===== config.mk =====
export PLATFORM = sky130hd
export DESIGN_NAME = pac_ctrl
export DESIGN_NICKNAME = d
export VERILOG_FILES = /design/src/design/pac_pkg.sv /design/src/design/pac_ctrl.sv
export SDC_FILE = /design/constraint.sdc
export NUM_CORES = 1
export LEC_CHECK = 0
export BUFFER_PORTS_ARGS = -buffer_cell sky130_fd_sc_hd__clkbuf_2
export CAP_MARGIN = 20
export CORE_AREA = 2 2 46 44
export DETAILED_ROUTE_END_ITERATION = 8
export DIE_AREA = 0 0 48 46
export PLACE_DENSITY = 0.81
export SLEW_MARGIN = 20
export SYNTH_ARGS = -nofsm -noshare
export SYNTH_HDL_FRONTEND = slang
export SYNTH_SLANG_ARGS = --single-unit

===== constraint.sdc =====
create_clock -name aclk -period 2.1 [get_ports aclk]
set_input_delay 0.315 -clock aclk [delete_from_list [all_inputs] [get_ports aclk]]
set_output_delay 0.315 -clock aclk [all_outputs]
set_load 0.05 [all_outputs]

===== src/design/pac_pkg.sv =====
// ----------------------------------------------------------------------------
// pac_pkg: shared types and constants for polygon area / centroid
// Field widths, status codes and the command / status bundles that join the
// sequencer to the datapath.
// ----------------------------------------------------------------------------
`default_nettype none

package pac_pkg;

    // field and accumulator widths
    localparam int COORD_W  = 16;               // Q8.8 coordinate
    localparam int CROSS_W  = 43;               // shoelace cross sum, wraps
    localparam int MOMENT_W = 61;               // moment sums, wrap
    localparam int PROD_W   = 2 * COORD_W;      // one coordinate product
    localparam int EDGE_W   = PROD_W + 1;       // cross term of one edge
    localparam int PAIR_W   = COORD_W + 1;      // sum of two coordinates
    localparam int MPROD_W  = PAIR_W + EDGE_W;  // moment term of one edge
    localparam int DEN_W    = CROSS_W + 2;      // three times the cross sum
    localparam int QUOT_W   = COORD_W + 1;      // quotient, top bit flags saturation
    localparam int STEP_W   = $clog2(QUOT_W);
    localparam int STATUS_W = 2;

    // result status codes
    localparam logic [STATUS_W-1:0] STATUS_OK         = 2'd0;
    localparam logic [STATUS_W-1:0] STATUS_DEGENERATE = 2'd1;
    localparam logic [STATUS_W-1:0] STATUS_OVERFLOW   = 2'd2;

    // commands from the sequencer
    typedef struct packed {
        logic in_load;      // capture the incoming vertex
        logic set_first;    // first vertex of a polygon
        logic edge_start;   // cross term of edge (prev, vertex)
        logic edge_close;   // cross term of closing edge (prev, first)
        logic mul;          // moment products, cross sum update
        logic acc;          // moment sum update
        logic set_ovf;      // drop vertex, mark too many vertices
        logic den;          // form divisor magnitude and sign
        logic div_init;     // load divider
        logic div_sel_y;    // divider works on y moment
        logic div_step;     // one restoring step
        logic store_x;      // keep saturated x quotient
        logic store_y;      // keep saturated y quotient
        logic out_load;     // load output register, clear accumulators
    } pac_cmd_t;

    // status back to the sequencer
    typedef struct packed {
        logic cnt_zero;
        logic cnt_full;
        logic ovf;
        logic last;
        logic cross_zero;
        logic out_free;
    } pac_stat_t;

endpackage

`default_nettype wire


===== src/design/pac_ctrl.sv =====
// ----------------------------------------------------------------------------
// pac_ctrl: sequencer for polygon area / centroid
// Steps each vertex through the edge stages, closes the ring on the last
// vertex, runs the two divisions and hands the result to the output register.
// ----------------------------------------------------------------------------
`default_nettype none

module pac_ctrl (
    input  wire                 aclk,
    input  wire                 aresetn,
    input  wire                 in_valid,
    output logic                in_ready,
    input  pac_pkg::pac_stat_t  stat,
    output pac_pkg::pac_cmd_t   cmd
);
    import pac_pkg::*;

    localparam logic [3:0] ST_IDLE   = 4'd0;
    localparam logic [3:0] ST_VERT   = 4'd1;
    localparam logic [3:0] ST_MUL    = 4'd2;
    localparam logic [3:0] ST_ACC    = 4'd3;
    localparam logic [3:0] ST_CLOSE  = 4'd4;
    localparam logic [3:0] ST_DEN    = 4'd5;
    localparam logic [3:0] ST_DINIT  = 4'd6;
    localparam logic [3:0] ST_DSTEP  = 4'd7;
    localparam logic [3:0] ST_DSTORE = 4'd8;
    localparam logic [3:0] ST_OUT    = 4'd9;

    logic [3:0]        state_reg, state_next;
    logic              closing_reg, closing_next;
    logic              div_y_reg, div_y_next;
    logic [STEP_W-1:0] step_reg, step_next;

    // next state and commands
    always_comb begin
        state_next   = state_reg;
        closing_next = closing_reg;
        div_y_next   = div_y_reg;
        step_next    = step_reg;
        cmd          = '0;
        in_ready     = 1'b0;
        unique case (state_reg)
            ST_IDLE: begin
                in_ready    = 1'b1;
                cmd.in_load = in_valid;
                if (in_valid) begin
                    state_next = ST_VERT;
                end
            end
            ST_VERT: begin
                if (stat.cnt_zero) begin
                    cmd.set_first = 1'b1;
                    state_next    = stat.last ? ST_CLOSE : ST_IDLE;
                end else if (!stat.cnt_full) begin
                    cmd.edge_start = 1'b1;
                    state_next     = ST_MUL;
                end else begin
                    cmd.set_ovf = 1'b1;
                    state_next  = stat.last ? ST_OUT : ST_IDLE;
                end
            end
            ST_MUL: begin
                cmd.mul    = 1'b1;
                state_next = ST_ACC;
            end
            ST_ACC: begin
                cmd.acc = 1'b1;
                if (closing_reg) begin
                    state_next = ST_DEN;
                end else if (stat.last) begin
                    state_next = ST_CLOSE;
                end else begin
                    state_next = ST_IDLE;
                end
            end
            ST_CLOSE: begin
                cmd.edge_close = 1'b1;
                closing_next   = 1'b1;
                state_next     = ST_MUL;
            end
            ST_DEN: begin
                cmd.den    = 1'b1;
                div_y_next = 1'b0;
                state_next = stat.cross_zero ? ST_OUT : ST_DINIT;
            end
            ST_DINIT: begin
                cmd.div_init  = 1'b1;
                cmd.div_sel_y = div_y_reg;
                step_next     = STEP_W'(QUOT_W - 1);
                state_next    = ST_DSTEP;
            end
            ST_DSTEP: begin
                cmd.div_step = 1'b1;
                if (step_reg == '0) begin
                    state_next = ST_DSTORE;
                end else begin
                    step_next = step_reg - STEP_W'(1);
                end
            end
            ST_DSTORE: begin
                if (div_y_reg) begin
                    cmd.store_y = 1'b1;
                    state_next  = ST_OUT;
                end else begin
                    cmd.store_x = 1'b1;
                    div_y_next  = 1'b1;
                    state_next  = ST_DINIT;
                end
            end
            ST_OUT: begin
                if (stat.out_free) begin
                    cmd.out_load = 1'b1;
                    closing_next = 1'b0;
                    state_next   = ST_IDLE;
                end
            end
            default: begin
                state_next = ST_IDLE;
            end
        endcase
    end

    // state registers
    always_ff @(posedge aclk) begin
        if (!aresetn) begin
            state_reg   <= ST_IDLE;
            closing_reg <= 1'b0;
            div_y_reg   <= 1'b0;
            step_reg    <= '0;
        end else begin
            state_reg   <= state_next;
            closing_reg <= closing_next;
            div_y_reg   <= div_y_next;
            step_reg    <= step_next;
        end
    end

endmodule

`default_nettype wire


==> After elaboration in Yosys (flattened, before gate mapping) <==
Cells that the tools add are included.
{ "totals": {"wordCells": 62, "output_inout_bits": 15, "inputBits": 9, "reg_bits": 11} }
{ "op_classes": {"muxes": 36, "n_eq_ne": 13, "add_sub_neg": 1, "n_reduce_logical": 8} }
{ "op_table": {"columns": ["op", "count"], "rows": [
  ["4-bit case mux with 10 select lines", 1],
  ["4-bit 2-to-1 mux", 9],
  ["1-bit 2-to-1 mux", 18],
  ["4-bit by 3-bit equality test with 1-bit output (second input constant)", 4],
  ["5-bit case mux with 2 select lines", 1],
  ["4-bit by 2-bit equality test with 1-bit output (second input constant)", 2],
  ["4-bit equality test (second input constant)", 2],
  ["2-bit inequality test (second input constant)", 4],
  ["2-bit 2-to-1 mux", 3],
  ["2-bit nonzero test", 3],
  ["5-bit logical NOT", 1],
  ["5-bit 2-to-1 mux", 1],
  ["5-bit by 1-bit subtractor with 5-bit output (second input constant)", 1],
  ["4-bit by 1-bit equality test with 1-bit output (second input constant)", 1],
  ["4-bit logical NOT", 1],
  ["1-bit case mux with 2 select lines", 2],
  ["2-bit AND reduction", 2],
  ["3-bit 2-to-1 mux", 1],
  ["3-bit AND reduction", 1]
]} }

==> Longest topological paths before layout <==
{ "depth": {"word_depth": 4, "mapped_depth": 6, "depth_no_buf": 6} }

==> Worst setup path before layout <==
No wires, ideal clock.
{ "synth_path": {"path_type": "reg-to-output", "start": "register state_reg[1]", "end": "output port cmd[13] (netlist name)", "slack_ps": -911, "t_arrival_ps": 2696, "path_stages_with_launch": 4, "t_required_ps": 1785, "cell_sequence": "dfxtp_1 -> buf_2 -> nor4_1 -> and2_1"} }
{ "synth_rtl": {"columns": ["item", "line_no", "text"], "rows": [
  ["start, declared", "pac_ctrl.sv:29", "logic [3:0] state_reg, state_next;"],
  ["start signal, assigned", "pac_ctrl.sv:131", "state_reg <= state_next;"],
  ["end, declared", "pac_ctrl.sv:14", "output pac_pkg::pac_cmd_t cmd"]
]} }

==> impl_results.md <==
* Status: completed
* DR iter-0 viols at 15
* DRT antenna net count at 0
* CTS Buf Count at 3
* Buffer count from post-CTS setup fixing at 0
* CTS hold repair buffers at 0
* Clock root buffer: clkbuf_4
* Crit Path Max Fanout at 9
* Worst-Skew Late Latency at approximately 0.27 ns
* Initial antenna violation count at 0
* Synthesized netlist net count at about 120
* CTS tree: built
* Mapped Cells at ~110
* Final Hold Viols at 0
* CP Launch Type: flip-flop
* Gr ovfl total at 0
* Rows at 15
* Ys async rst share at 0
* Slew headroom at 0.703
* Cell Pwr Density at around 570 nW/µm²
* CTS H-tree depth at 1
* Total GRT Usage at 0.209
* Setup violators final at 0
* DP Wirelength at roughly 1.5 mm
* Largest net degree at the start of global routing at 16
* Post-route minimum period at roughly 2.0 ns
* I/O Buffers at 22
* DIE WIDTH at ~48 µm
* Register area share after synthesis at 0.265
* Reg2reg start: step_reg[0]$_SDFFE_PN0P_
* Dpl cells at 150
* First-pass GRT wire length at around 3.2 mm
* I/O pins at 24
* Post-Layout Cell Count at 154
* Max reg flops at 5
* Share of the synthesized area in the top cell type at 0.265
* CP endpoint kind: output pin
* Bufs on Longest Clock Path at 2
* Setup TNS at 0 ns
* Die Y at about 46 µm
* Clock transition at path regs at approximately 0.08 ns
* Cell taking the most area after synthesis: dfxtp_1
* Crit. Startpoint: state_reg[1]$_SDFFE_PN0P_
* Post_cts resized at 0
* Synthesized area at about 830 µm²
* Setup crit end: cmd[7]
* Post-synthesis cell type count at 37
* Commonest cells post-synth: dfxtp_1, nor2_1, a21oi_1
* Mapped Avg Cell Area at 7.61 µm²
* Ys Warns at 0
* FF+latch count, synth at 11
* Reg2reg end: state_reg[0]$_SDFFE_PN0P_
* Die ar. at 2210 µm²
* Layout fillers at 175
* Total vias in the final route at a little under 900
* Clock Skew at around 0.012 ns
* Maxcap violations at 0
* Vias in the first global route at between 700 and 800
* Initial Utilization at 0.465
* Main synth FF type: dfxtp_1
* Layout cells sized above 1 at 0.310
* Slew Limit Fails at 0
* WP data arrival at ~1.7 ns
* Crit path kind: flip-flop to output pin
* Initial DRT Pass Iterations at 4
* Worst Tran Pin Value at ~0.45 ns
* Worst VDD drop at about 0.34 mV
* Top post-synthesis cells by area: dfxtp_1, nor2_1, a21oi_1
* Nets at between 100 and 150
* Cells on worst reg2reg path at 6
* R2r setup slk at 0.39 ns
* Setup repair after global routing missed its margin: false
* Num Clock Sinks at 11
* HP Class: input port to flip-flop
* Vias/cell at between 5 and 6
* Routability cong. at around 0.86
* Core footprint at ~1800 µm²
* Layout overhead on the synthesized area at 22.3%
* Post-Route WL at around 2.0 mm
* WL/cell at 13.3 µm
* Post-synth EDFFs at 0
* CP Data Required Time at 1.78 ns
* Fmax at between 0.4 and 0.5 GHz
* DRC viols at 0
* Leak pwr at around 0.45 nW
* Diodes inserted at 0
* Tcrit/Tclk final at 0.953
power by group:
group | internal, mW | switching [mW] | total (mW)
registers | 0.219 | 0.0238 | 0.242
clock network | 0.0734 | 0.0764 | 0.150
logic | 0.0611 | 0.129 | 0.191
layer usage:
layer  part of all wire  up-vias  global-route usage
li1                   -      437                   -
met4             0.0069        0              0.0649
met3              0.043        4              0.0437
met1               0.46      425               0.283
met5                  0        -                   0
met2               0.49       21               0.328
through the flow:
step	worst slack (ns)	hold slack, ns	utilization	total power [mW]	cell area (µm²)
after floorplan	-0.278	0.464	-	0.390	862
after global placement	0.407	0.475	0.552	0.431	983
after detailed placement	0.374	0.485	0.552	0.435	983
after CTS	0.0607	0.370	0.566	0.584	1010
after global routing	0.0353	0.391	0.569	0.615	1010
final	0.0994	0.383	0.569	0.583	1010
worst min-delay path by stage:
stage                                  start                        end  slack, ns  cells after the start
floorplan           step_reg[1]$_SDFFE_PN0P_   step_reg[1]$_SDFFE_PN0P_       0.46                      2
global placement    step_reg[1]$_SDFFE_PN0P_   step_reg[1]$_SDFFE_PN0P_       0.48                      2
detailed placement  step_reg[1]$_SDFFE_PN0P_   step_reg[1]$_SDFFE_PN0P_       0.48                      2
CTS                                  stat[0]  state_reg[3]$_SDFFE_PN0P_       0.37                      4
global route                         stat[0]  state_reg[3]$_SDFFE_PN0P_       0.39                      4
finish                               stat[0]  state_reg[3]$_SDFFE_PN0P_       0.38                      4
layout by cell type (no fill, tap or decap), types with 3 or more instances in the layout:
master,Yosys,layout
nor3_1,7,6
dfxtp_1,11,9
nand2b_1,3,3
a21oi_1,8,8
nor4b_2,1,3
o21ai_1,3,3
a21boi_1,3,3
nor2_1,11,9
o31ai_1,3,3
clkbuf_4,0,3
nand2_1,3,3
o21ai_0,5,5
clkbuf_2,0,22
and3_1,4,4
inv_1,5,5
nand3_1,4,4
nor2b_1,3,3
cell type report:
| type | instances | area (µm²) | share of cell area |
|---|---|---|---|
| inverters | 5 | 18.8 | 0.0185 |
| well taps | 25 | 31.3 | 0.0308 |
| flip-flops and latches | 11 | 223 | 0.219 |
| multi-input cells | 85 | 591 | 0.582 |
| repair buffers | 24 | 125 | 0.123 |
| clock buffers | 4 | 26.3 | 0.0259 |
worst max-delay path: stages (launching register included):
cell and delay [ns]:
dfxtp_1 0.42, nand2b_1 0.31, nor2_1 0.24, and3_1 0.18, clkbuf_2 0.27
cell families after synthesis:
group	after synthesis	synth area share
AND/OR/NAND/NOR	52	0.400
AO/OA/AOI/OAI	28	0.211
buffers and inverters	13	0.0649
flip-flops	11	0.265
XOR/XNOR	3	0.0317
multiplexers	1	0.0121
adder cells (fa/ha/maj)	1	0.0151
(Power assumes the default switching activity.)
